--- config.mk ---
export PLATFORM = sky130hd
export DESIGN_NAME = s8p_packer
export DESIGN_NICKNAME = d
export VERILOG_FILES = /design/src/design/s8p_pkg.sv /design/src/design/s8p_packer.sv
export SDC_FILE = /design/constraint.sdc
export NUM_CORES = 1
export LEC_CHECK = 0
export ABC_CLOCK_PERIOD_IN_PS = 3140
export BUFFER_PORTS_ARGS = -buffer_cell sky130_fd_sc_hd__buf_2
export CAP_MARGIN = 5
export CELL_PAD_IN_SITES_DETAIL_PLACEMENT = 0
export CELL_PAD_IN_SITES_GLOBAL_PLACEMENT = 1
export CORE_MARGIN = 8
export CORE_UTILIZATION = 44
export CTS_CLUSTER_DIAMETER = 200
export CTS_CLUSTER_SIZE = 24
export DETAILED_ROUTE_END_ITERATION = 10
export PLACE_DENSITY = 0.86
export SYNTH_ARGS = -nofsm -noshare
export SYNTH_HDL_FRONTEND = slang
export SYNTH_SLANG_ARGS = --single-unit
export TNS_END_PERCENT = 10
--- constraint.sdc ---
create_clock -name clk -period 3.14 [get_ports clk]
set_input_delay 0.628 -clock clk [delete_from_list [all_inputs] [get_ports clk]]
set_output_delay 0.628 -clock clk [all_outputs]
set_load 0.03 [all_outputs]
--- src/design/s8p_pkg.sv ---
// Shared types, selector tables and the width classifier for the Simple-8b packer.
// No dependencies; every other design file refers to it by scoped names.
`timescale 1ns / 1ps

package s8p_pkg;

  localparam int WINDOW_DEPTH_DEF = 240;
  localparam int VALUE_W          = 60;
  localparam int WORD_W           = 64;
  localparam int SEL_W            = 4;
  localparam int SEL_COUNT        = 16;
  localparam int CLASS_COUNT      = 15;
  localparam int ITEMS_W          = 8;
  localparam int BITS_W           = 6;
  localparam int POS_W            = 7;

  // Input mode codes
  localparam logic MODE_PUSH  = 1'b0;
  localparam logic MODE_DRAIN = 1'b1;

  typedef struct packed {
    logic               mode;
    logic [VALUE_W-1:0] value;
  } in_req_t;

  typedef struct packed {
    logic [WORD_W-1:0] packed_word;
    logic              window_empty;
  } out_req_t;

  // Per-cycle controls broadcast along the cell row
  typedef struct packed {
    logic shift_val;  // move every value one cell towards the head
    logic load_cp;    // reload the scan copy of the width classes
    logic shift_cp;   // move the scan copy one cell towards the head
  } cell_ctl_t;

  // Item count of each selector
  localparam logic [ITEMS_W-1:0] SEL_ITEMS [SEL_COUNT] = '{
    8'd240, 8'd120, 8'd60, 8'd30, 8'd20, 8'd15, 8'd12, 8'd10,
    8'd8,   8'd7,   8'd6,  8'd5,  8'd4,  8'd3,  8'd2,  8'd1
  };

  // Slot width of each selector
  localparam logic [BITS_W-1:0] SEL_BITS [SEL_COUNT] = '{
    6'd0, 6'd0, 6'd1, 6'd2, 6'd3, 6'd4, 6'd5, 6'd6,
    6'd7, 6'd8, 6'd10, 6'd12, 6'd15, 6'd20, 6'd30, 6'd60
  };

  // Width class of each selector: index into CLASS_BITS
  localparam logic [SEL_W-1:0] SEL_CLASS [SEL_COUNT] = '{
    4'd0, 4'd0, 4'd1, 4'd2, 4'd3, 4'd4, 4'd5, 4'd6,
    4'd7, 4'd8, 4'd9, 4'd10, 4'd11, 4'd12, 4'd13, 4'd14
  };

  // Distinct slot widths, ascending
  localparam int CLASS_BITS [CLASS_COUNT] = '{
    0, 1, 2, 3, 4, 5, 6, 7, 8, 10, 12, 15, 20, 30, 60
  };

  // Smallest width class that holds the value
  function automatic logic [SEL_W-1:0] value_class(input logic [VALUE_W-1:0] v);
    logic [SEL_W-1:0] c;
    c = SEL_W'(CLASS_COUNT - 1);
    for (int i = CLASS_COUNT - 2; i >= 0; i--) begin
      if ((v >> CLASS_BITS[i]) == '0) begin
        c = SEL_W'(i);
      end
    end
    return c;
  endfunction

endpackage

--- src/design/s8p_packer.sv ---
// Word assembler: places the values popped from the window head into a Simple-8b word.
// Depends on s8p_pkg for the selector width table.
`timescale 1ns / 1ps

module s8p_packer (
  input  logic                          clk,
  input  logic                          start,
  input  logic [s8p_pkg::SEL_W-1:0]     sel,
  input  logic                          add,
  input  logic [s8p_pkg::VALUE_W-1:0]   val,
  output logic [s8p_pkg::WORD_W-1:0]    word_o
);

  logic [s8p_pkg::WORD_W-1:0] word_r, word_nxt;
  logic [s8p_pkg::POS_W-1:0]  pos_r, pos_nxt;
  logic [s8p_pkg::BITS_W-1:0] bits;

  assign bits = s8p_pkg::SEL_BITS[sel];

  // Open a word with the selector, or append one slot
  always_comb begin
    word_nxt = word_r;
    pos_nxt  = pos_r;
    if (start) begin
      word_nxt = {{(s8p_pkg::WORD_W - s8p_pkg::SEL_W){1'b0}}, sel};
      pos_nxt  = s8p_pkg::POS_W'(s8p_pkg::SEL_W);
    end else if (add) begin
      word_nxt = word_r |
                 ({{(s8p_pkg::WORD_W - s8p_pkg::VALUE_W){1'b0}}, val} << pos_r);
      pos_nxt  = pos_r + s8p_pkg::POS_W'(bits);
    end
  end

  always_ff @(posedge clk) begin
    word_r <= word_nxt;
    pos_r  <= pos_nxt;
  end

  assign word_o = word_r;

endmodule

# --- Word-level counts from Yosys, hierarchy flattened ---
# Memories as Yosys holds them, arrays and structs flattened.
# Index checks and enable logic that the tools add are counted.
word_totals:
  ff_bits: 71
  romBits: 96
  input_bits: 67
  mem_count: 1
mem_list:
  columns: ["memory", "depth", "width", "rd", "rd_ports_with_merged_regs", "wr", "line", "rtl"]
  rows:
  - ["(name not given)", 16, 6, 1, 0, 0, "s8p_packer.sv:18", "assign bits = s8p_pkg::SEL_BITS[sel];"]
classes:
  bitwise: 2
  muxes: 4
  n_shift: 1
  order_cmp: 1
  add_sub_neg: 1
  reduce_logical: 1
op_table:
  columns: ["cell", "n"]
  rows:
  - ["bitwise OR 64 bit", 1]
  - ["<< shifter 60 x 7 -> 64 bit", 1]
  - ["two-way mux 6 bit", 2]
  - ["two-way mux 4 bit", 2]
  - ["adder 7 x 6 -> 7 bit", 1]
  - ["greater-or-equal comparator 5 bit (second input constant)", 1]
  - ["inverter 4 -> 5 bit", 1]
  - ["nonzero test 2 bit", 1]

# --- Longest topological paths before layout ---
# Gate-level depths: netlist of the first run.
logic_depth:
  word_depth: 5
  ltp_mapped: 12
  depth_no_buf: 12

# --- Worst setup path before layout of the first run ---
# OpenSTA, ideal clock, no wires.
synth_timing:
  path_kind: "input port to flip-flop"
  from: "in sel[2] (netlist name)"
  to: "reg pos_r[6] (netlist name)"
  path_stages: 11
  arrival_ns: 2.505
  slack_ns: 0.502
  cell_sequence: "clkbuf_1 -> mux2i_1 -> o21ai_0 -> ha_1 -> fa_1 -> a21o_1 -> a21oi_1 -> o21bai_1 -> a21oi_1 -> or3_1 -> a21oi_1"
synth_between:
  elab_chain_len: 5
synth_lines:
  columns: ["item", "line", "rtl"]
  rows:
  - ["from (decl)", "s8p_packer.sv:8", "input logic [s8p_pkg::SEL_W-1:0] sel,"]
  - ["inverter 4 -> 5 bit (not written as such)", "s8p_packer.sv:18", null]
  - ["memory (16 x 6 bit)", null, null]
  - ["two-way mux 6 bit (not written as such) (2 in series)", "s8p_packer.sv:18", null]
  - ["adder 7 x 6 -> 7 bit", "s8p_packer.sv:30", "pos_nxt = pos_r + s8p_pkg::POS_W'(bits);"]
  - ["to (signal assigned)", "s8p_packer.sv:36", "pos_r <= pos_nxt;"]
  - ["to (decl)", "s8p_packer.sv:15", "logic [s8p_pkg::POS_W-1:0] pos_r, pos_nxt;"]
# Every way passes these cells. The select of a mux whose other input is x is not followed.
# A chain may end at the register's enable or synchronous reset.

# --- Final worst setup path of the first run ---
layout_timing:
  from: "reg pos_r[1] (netlist name)"
  to: "reg word_r (netlist bit word_o[59])"
layout_between:
  elab_chain_len: 2
layout_lines:
  columns: ["item", "line", "rtl"]
  rows:
  - ["<< shifter 60 x 7 -> 64 bit", "s8p_packer.sv:29", "({{(s8p_pkg::WORD_W - s8p_pkg::VALUE_W){1'b0}}, val} << pos_r);"]
  - ["bitwise OR 64 bit", "s8p_packer.sv:28", "word_nxt = word_r |"]
  - ["to (signal assigned)", "s8p_packer.sv:35", "word_r <= word_nxt;"]
  - ["to (decl)", "s8p_packer.sv:14", "logic [s8p_pkg::WORD_W-1:0] word_r, word_nxt;"]
# Every way passes these cells.

==> impl_results.md, run 1 <==
- Status: finished clean
- Routed WL: 28000 um
- Hold Crit Class: reg -> reg
- Worst reg2reg endpoint: word_o[59]
- Clk pin slew, worst setup/hold paths: 0.05 ns
- CP arrival: 3.12 ns
- Post-synth EDFFs: 4
- Fillers: 1559
- Setup Buffers After CTS: 0
- 1st-pass router iterations: 7
- RSZ-0062 raised after global routing: false
- Syn. warnings: 0
- Least-Margin Pin Slew: 0.7064 ns
- Post-DRT Antenna Nets: 0
- CTS Sinks: 71
- Final min period: 2.926 ns
- Max Fclk: 341.8 MHz
- RePlAce Congestion: 0.9538
- Pleak: 3.331 nW
- Die W: 145.0 um
- Syn Nets: 881
- Multi-input gate area: 0.005385 mm2
- Initial Util: 0.4466
- Synth async-reset ratio: 0
- Clock buffer count from CTS: 9
- Seq/Total Area, Yosys: 0.1995
- Reg2Reg Setup Slack: 0.21 ns
- Nets@finish: 980
- Port Buffers: 130
- Most frequent cells in the layout: 130 x buf_2, 83 x mux2i_1, 79 x nor2_1, 71 x a21oi_1, 62 x dfxtp_1
- Io pins: 131
- Max-cap viol count: 0
- Iteration-0 DRC Markers: 994
- CP Capture Type: register
- Resize count post-CTS: 0
- Die Span Y: 145.0 um
- Detailed-route DRC error count: 0
- Post-synth cell types: 67
- Final hold viol count: 0
- Root Buffer: clkbuf_16
- Setup TNS: 0 ns
- Critical path type: reg -> reg
- # H-tree levels: 3
- Hold Path End: word_o[28]
- Main synth FF type: dfxtp_1
- DP HPWL: 21510 um
- Crit path buffers/inverters: 1
- Total power: 5.131 mW
- CP top delay family: multiplexers
- Global-route wire length before repair: 42860 um
- Syn avg cell area: 9.147 um2
- Pwr dens: 606.6 mW/mm2
- Worst r2r src: pos_r[1]
- Worst-Skew Late Latency: 0.35 ns
- Critical Path Slowest Stage Cell: dfxtp_4
- ANT cells: 0
- Final period util: 0.9318
- Post-synth top area share: 0.1831
- Worst Path Max Fanout: 39
- DR WL/cell: 24.89 um
- Commonest non-fill, non-tap cell in the layout: buf_2
- Hold Crit Depth: 2
- TritonCTS clock tree: done
- Via count: 7387
- Vias in the first global route: 7240
- Min-delay src: word_o[28]
- Share of layout cells above drive strength 1: 0.3116
- Setup violators final: 0
- Pre-CTS WS: 0.2420 ns
- Total track usage: 0.2588
- Cell Area, Synth: 0.007327 mm2
- WHS: 0.4514 ns
- Die ar.: 0.02104 mm2
- Final clock skew: 0.005083 ns
- Peak VDD IR: 0.0002800 V
- Slowest stage delay, CP: 0.75 ns
- Longest Clk Path Bufs: 2
- Synth Register Bits: 71
- Area Growth Syn to Fin: 15.44%
- Synth top area cells: dfxtp_1 18%, mux4_2 17%, mux2i_1 11%, mux2_2 6.6%, a21oi_1 4.8%
- Vias/cell: 6.566
- Grt total ovfl: 0
- Worst EP required: 3.34 ns
- Initial antenna violation count: 0
- FF/Latch Area: 0.001475 mm2
- R2R depth: 6
- Cell chain of the critical path: buf_4 -> mux4_2 -> mux2i_1 -> o22ai_1 -> a211oi_1 -> o21ai_0
- Setup WS post-layout: 0.2143 ns
- Area leader, netlist: dfxtp_1
- Crit path launch type: register
- Row cnt: 47
- Post-CTS Hold Buffers: 0
- Largest net degree at the start of global routing: 59
- Worst slew margin: 0.5280
- Core region area: 0.01641 mm2
- Post-synthesis cell count: 801
- Final Max Slew Viols: 0
==> Yosys cell counts (all sizes together) (10+ instances only) <==
master and count:
o221ai 10, nor2b 11, o21ai 43, nand3 11, ha 12, mux4 62, nor3 12, nand2 60
buf 43, a21oi 71, clkbuf 31, mux2 43, inv 17, nor2 79, a211oi 16, dfxtp 67
mux2i 83
==> how the worst max path moves through the flow <==
stage / startpoint / end / slack, ns / cells after the start
after CTS: pos_r[1] / word_o[59] / 0.23 / 6
after detailed placement: pos_r[1] / word_o[59] / 0.24 / 6
after global routing: pos_r[1] / word_o[47] / 0.07 / 7
final: pos_r[1] / word_o[59] / 0.21 / 6
after global placement: sel[0] / pos_r[6] / 0.33 / 13
after floorplan: sel[2] / pos_r[6] / 0.50 / 11
==> cell families (layout without fill, tap and decap cells) <==
family                   Yosys count  count (layout)  synth area share
AND/OR/NAND/NOR                  199             199            0.1211
flip-flops                        71              71            0.1995
multiplexers                     188             188            0.3736
AO/OA/AOI/OAI                    233             233            0.2123
XOR/XNOR                           4               4          0.004782
buffers and inverters             93             197           0.06558
adder cells (fa/ha/maj)           13              13           0.02322
==> area by class of cell <==
cell class,instances,share of cell area
clock buffers,14,0.03254
clock inverters,2,0.007101
inverters,19,0.008432
multi-input cells,637,0.6367
flip-flops and latches,71,0.1744
well taps,220,0.03254
repair buffers,162,0.1083
==> where the power goes <==
part           leakage [nW]  internal (mW)  switching (mW)
Combinational          2.57           1.03            1.67
Sequential            0.596           1.09           0.178
Clock                 0.162          0.767           0.395
==> per-layer routing <==
layer | wire [um] | global-route usage | part of all wire
met2 | 13550 | 0.4222 | 0.48
met3 | 2476 | 0.06312 | 0.088
met5 | 0 | 0 | 0
met1 | 10570 | 0.3125 | 0.38
met4 | 1402 | 0.1315 | 0.050
==> registers in the layout (all words and copies together) (netlist names) <==
register	count
word_o	64
pos_r	7
==> worst register-to-register path, delay by kind of cell, from the launching register on <==
| family | cells | cell delay, ns |
|---|---|---|
| buffers and inverters | 1 | 0.38 |
| flip-flops | 1 | 0.75 |
| AO/OA/AOI/OAI | 3 | 0.60 |
| multiplexers | 2 | 1.05 |
==> per-stage QoR <==
step           cells  cell area (um2)    util
2_1_floorplan    801             7327       -
3_3_place_gp    1109             8123  0.4951
3_5_place_dp    1109             8123  0.4951
4_1_cts         1125             8458  0.5155
5_1_grt         1125             8458  0.5155
6_report        1125             8458  0.5155
No activity file was read; power rests on OpenSTA's default activity.
==> run 2, diff against run 1 <==
==> constraint.sdc (replaced) <==
create_clock -name clk -period 3.14 [get_ports clk]
set_input_delay 0.157 -clock clk [delete_from_list [all_inputs] [get_ports clk]]
set_output_delay 0.157 -clock clk [all_outputs]
set_load 0.03 [all_outputs]
==> run 2 against run 1 <==
  * Via count down 1.0%
  * Power down 3.0%
  * Routed wire length fell by 0.94%
  * Final cell count up 0.36%
  * Die area unchanged
  * Utilization is 0.084 points lower
  * Critical endpoint is now word_o[47]
  * Non-clock buffer count up 4
  * Register-to-register slack gained 0.07 ns
  * Largest cell class unchanged
  * Clock power fell by 13%
  * Fmax up 2.6%
  * Critical path depth increased by 1
  * Global-route usage is 0.095 points lower
==> impl_results.md, run 2 (synthesis results as in run 1) <==
- CTS Sinks: 71
- Final Max Slew Viols: 0
- CP endpoint: word_o[47]
- Via count: 7310
- Worst EP required: 3.34 ns
- Die Span Y: 145.0 um
- Final hold viol count: 0
- FF/Latch Area: 0.001475 mm2
- Worst Path Max Fanout: 40
- Setup TNS: 0 ns
- Critical path type: reg -> reg
- Resize count post-CTS: 0
- CP arrival: 3.05 ns
- Max Fclk: 350.6 MHz
- DR WL/cell: 24.57 um
- Post-DRT Antenna Nets: 0
- Core region area: 0.01641 mm2
- Largest net degree at the start of global routing: 65
- RSZ-0062 raised after global routing: false
- Largest register FFs: 64
- Worst reg2reg endpoint: word_o[47]
- Reg2Reg Setup Slack: 0.29 ns
- Setup Buffers After CTS: 0
- Placed cell count: 1113
- Io pins: 131
- Area Growth Syn to Fin: 15.25%
- Clk pin slew, worst setup/hold paths: 0.06 ns
- TritonCTS clock tree: done
- 1st-pass router iterations: 6
- Crit path launch type: register
- Commonest non-fill, non-tap cell in the layout: buf_2
- Initial Util: 0.4466
- Pwr dens: 589.6 mW/mm2
- Total track usage: 0.2579
- Setup violators final: 0
- Row cnt: 47
- Least-Margin Pin Slew: 0.8179 ns
- Max-cap viol count: 0
- Total power: 4.979 mW
- Critical Path Slowest Stage Cell: dfxtp_4
- Critical path origin: pos_r[1]
- Final period util: 0.9084
- # H-tree levels: 3
- Multi-input gate area: 0.005385 mm2
- Initial antenna violation count: 0
- Vias in the first global route: 7259
- Global-route wire length before repair: 42910 um
- Routed WL: 27740 um
- CP Capture Type: register
- Longest Clk Path Bufs: 2
- WHS: 0.1452 ns
- Die ar.: 0.02104 mm2
- Grt total ovfl: 0
- Worst slew margin: 0.4536
- RePlAce Congestion: 1.015
- Hold Crit Class: in -> reg
- Final design utilization: 0.5147
- Most frequent cells in the layout: 130 x buf_2, 83 x mux2i_1, 79 x nor2_1, 71 x a21oi_1, 62 x dfxtp_1
- Fillers: 1541
- Final clock skew: 0.007838 ns
- Pleak: 3.332 nW
- Worst-Skew Late Latency: 0.34 ns
- Peak VDD IR: 0.0003220 V
- DP HPWL: 21640 um
- Post-CTS Hold Buffers: 0
- Final min period: 2.852 ns
- Worst r2r src: pos_r[1]
- Clock buffer count from CTS: 9
- Root Buffer: clkbuf_16
- R2R depth: 7
- ANT cells: 0
- Slowest stage delay, CP: 0.74 ns
- Share of layout cells above drive strength 1: 0.3157
- Die W: 145.0 um
- Iteration-0 DRC Markers: 863
- Non-Filler Instances: 1129
- Hold Crit Depth: 3
- Detailed-route DRC error count: 0
- Nets@finish: 984
- Vias/cell: 6.475
- Status: finished clean
- Cell chain of the critical path: buf_4 -> mux4_2 -> mux2i_1 -> mux2_2 -> nor2_1 -> o21ai_0 -> o221ai_1
- Port Buffers: 130
==> run 2: per-stage QoR <==
stage	setup WS (ns)	cell area, um2
6_report	0.2877	8444
5_1_grt	0.1075	8444
4_1_cts	0.3077	8444
3_5_place_dp	0.3148	8153
3_3_place_gp	0.3681	8153
2_1_floorplan	0.9042	7327
==> run 2: how the worst min path moves through the flow <==
stage | startpoint | to | slack [ns]
after CTS | start | word_o[28] | 0.13
after detailed placement | word_o[28] | word_o[28] | 0.44
final | add | pos_r[3] | 0.15
after global routing | add | pos_r[3] | 0.15
after floorplan | sel[3] | word_o[3] | 0.41
after global placement | word_o[28] | word_o[28] | 0.43
==> run 2: cell type report <==
class | instances | share of cell area
Inverter | 19 | 0.008446
Clock buffer | 12 | 0.02919
Clock inverter | 4 | 0.005334
Multi-Input combinational cell | 637 | 0.6377
Tap cell | 220 | 0.03260
Timing Repair Buffer | 166 | 0.1120
Sequential cell | 71 | 0.1747
==> run 2: per-layer routing <==
layer | global-route usage | vias up | part of all wire
li1 | - | 3321 | -
met1 | 0.3065 | 3508 | 0.38
met2 | 0.4329 | 381 | 0.49
met3 | 0.05690 | 100 | 0.085
met4 | 0.1268 | 0 | 0.048
met5 | 0 | - | 0
==> run 2: critical path, delay by kind of cell, from the launching register on <==
kind,cells,cell delay [ns]
AOI/OAI and AO/OA,2,0.27
and+or+nand+nor,1,0.04
DFF,1,0.74
buffers and inverters,1,0.35
muxes,3,1.29
==> run 2: power by group <==
group | total, mW | switching, mW | internal (mW)
Clock | 1.01 | 0.379 | 0.633
Sequential | 1.27 | 0.184 | 1.09
Combinational | 2.69 | 1.66 | 1.03
Total | 4.98 | 2.23 | 2.75
==> run 3, diff against run 2 <==
--- a/config.mk
+++ b/config.mk
@@ -5,17 +5,17 @@
 export SDC_FILE = /design/constraint.sdc
 export NUM_CORES = 1
 export LEC_CHECK = 0
-export ABC_CLOCK_PERIOD_IN_PS = 3140
+export ABC_CLOCK_PERIOD_IN_PS = 3570
 export BUFFER_PORTS_ARGS = -buffer_cell sky130_fd_sc_hd__buf_2
 export CAP_MARGIN = 5
 export CELL_PAD_IN_SITES_DETAIL_PLACEMENT = 0
 export CELL_PAD_IN_SITES_GLOBAL_PLACEMENT = 1
 export CORE_MARGIN = 8
-export CORE_UTILIZATION = 44
+export CORE_UTILIZATION = 47
 export CTS_CLUSTER_DIAMETER = 200
 export CTS_CLUSTER_SIZE = 24
 export DETAILED_ROUTE_END_ITERATION = 10
-export PLACE_DENSITY = 0.86
+export PLACE_DENSITY = 0.91
 export SYNTH_ARGS = -nofsm -noshare
 export SYNTH_HDL_FRONTEND = slang
 export SYNTH_SLANG_ARGS = --single-unit
==> constraint.sdc (replaced) <==
create_clock -name clk -period 3.57 [get_ports clk]
set_input_delay 0.1785 -clock clk [delete_from_list [all_inputs] [get_ports clk]]
set_output_delay 0.1785 -clock clk [all_outputs]
set_load 0.03 [all_outputs]
==> run 3 against run 2 <==
  * Critical path depth rose by 1
  * Routed wire length fell by 1.6%
  * Sequential power fell by 13%
  * Die area fell by 5.7%
  * Final cell count fell by 3.9%
  * Non-clock buffer count fell by 12
  * Worst setup slack improved by 0.45 ns
  * Combinational power fell by 13%
  * Power fell by 12%
  * Final area fell by 1.2%
  * Clock power fell by 11%
  * Largest cell class unchanged
==> impl_results.md, run 3 (synthesis results as in run 1) <==
- Status: finished clean
- Hold Crit Depth: 3
- Routed WL: 27300 um
- Global-route wire length before repair: 42460 um
- CTS Sinks: 71
- Post-DP Area: 0.008048 mm2
- Least-Margin Pin Slew: 0.7640 ns
- Post-DRT Antenna Nets: 0
- Post-CTS Hold Buffers: 0
- Core region area: 0.01520 mm2
- Die ar.: 0.01984 mm2
- DP HPWL: 20820 um
- Switching Fraction: 0.4498
- Pleak: 3.281 nW
- Reg2Reg Setup Slack: 0.73 ns
- Worst slew margin: 0.4906
- Initial antenna violation count: 0
- Grt total ovfl: 0
- # H-tree levels: 3
- Critical path type: reg -> reg
- ANT cells: 0
- Nets@finish: 972
- Longest Clk Path Bufs: 2
- Commonest non-fill, non-tap cell in the layout: buf_2
- R2R depth: 8
- Crit path launch type: register
- Worst EP required: 3.76 ns
- Comb pwr share: 0.539
- Fin area: 0.008346 mm2
- Max Fclk: 352.6 MHz
- TritonCTS clock tree: done
- RePlAce Congestion: 1.028
- Fillers: 1407
- Clock buffer count from CTS: 9
- Hold Crit Class: in -> reg
- FF/Latch Area: 0.001475 mm2
- Vias/cell: 6.758
- Final hold viol count: 0
- Final clock skew: 0.008390 ns
- Non-Filler Instances: 1085
- Root Buffer: clkbuf_16
- RSZ-0062 raised after global routing: false
- Vias in the first global route: 7257
- Pre-CTS WS: 0.8012 ns
- Clock share of power: 0.206
- Setup Buffers After CTS: 0
- Pwr dens: 522.3 mW/mm2
- Hold Path End: pos_r[3]
- Share of layout cells above drive strength 1: 0.3066
- Setup WS post-layout: 0.7337 ns
- Flop pwr share: 0.255
- Worst Path Max Fanout: 23
- Max-cap viol count: 0
- Row cnt: 45
- Largest net degree at the start of global routing: 71
- Peak VDD IR: 0.0003592 V
- Die Span Y: 140.9 um
- Iteration-0 DRC Markers: 1065
- Die W: 140.9 um
- Via count: 7332
- Final period util: 0.7945
- Resize count post-CTS: 0
- Int Power: 2.399 mW
- Final min period: 2.836 ns
- Final Max Slew Viols: 0
- Clk pin slew, worst setup/hold paths: 0.06 ns
- Placed cell count: 1069
- Min-delay src: add
- Setup TNS: 0 ns
- Worst-Skew Late Latency: 0.34 ns
- Critical path origin: pos_r[1]
- 1st-pass router iterations: 6
- Largest register FFs: 64
- Worst reg2reg endpoint: word_o[59]
- Io pins: 131
- Initial Util: 0.4820
- Most frequent cells in the layout: 130 x buf_2, 83 x mux2i_1, 79 x nor2_1, 71 x a21oi_1, 62 x dfxtp_1
- DR WL/cell: 25.16 um
- Area Growth Syn to Fin: 13.90%
- Port Buffers: 130
- Psw: 1.961 mW
- CP Capture Type: register
- Total track usage: 0.2731
- CP arrival: 3.02 ns
- Multi-input gate area: 0.005385 mm2
- Worst r2r src: pos_r[1]
- Detailed-route DRC error count: 0
- Final design utilization: 0.5490
- Setup violators final: 0
run 3: per-stage QoR:
step	power [mW]	hold WS, ns
2_1_floorplan	2.717	0.4309
3_3_place_gp	3.406	0.4297
3_5_place_dp	3.416	0.4420
4_1_cts	4.317	0.1667
5_1_grt	4.563	0.2035
6_report	4.359	0.1686
run 3: worst max-delay path by stage:
stage / end / cells after the start
final: word_o[59] / 8
after global routing: word_o[59] / 8
after floorplan: word_o[40] / 8
after CTS: word_o[62] / 7
after detailed placement: word_o[62] / 7
after global placement: word_o[62] / 7
run 3: critical path, cell delays in order, from the launching register on:
cell,delay (ns)
dfxtp_4,0.57
buf_12,0.24
buf_4,0.34
mux4_2,0.55
nor2b_1,0.14
a311oi_1,0.25
a311oi_1,0.11
o21ai_0,0.32
o21ai_0,0.15
run 3: layer usage:
metal / vias to the layer above / global-route usage / routed length (um)
met3: 103 / 0.05199 / 2582
met2: 472 / 0.4558 / 13000
li1: 3291 / - / -
met4: 0 / 0.1408 / 1542
met1: 3466 / 0.3297 / 10170
met5: - / 0 / 0
run 3: layout make-up:
type | instances | share of cell area
multi-input combinational | 637 | 0.6453
sequential | 71 | 0.1768
timing repair buffer | 154 | 0.1055
clock buffer | 14 | 0.03418
tap | 188 | 0.02819
inverter | 19 | 0.008546
clock inverter | 2 | 0.001499
run 3: power by group through the flow:
stage	combinational, mW	clock, mW	sequential, mW
floorplan	1.38	0	1.33
global placement	2.28	0	1.12
detailed placement	2.29	0	1.12
CTS	2.30	0.906	1.11
global route	2.49	0.940	1.13
finish	2.35	0.898	1.11
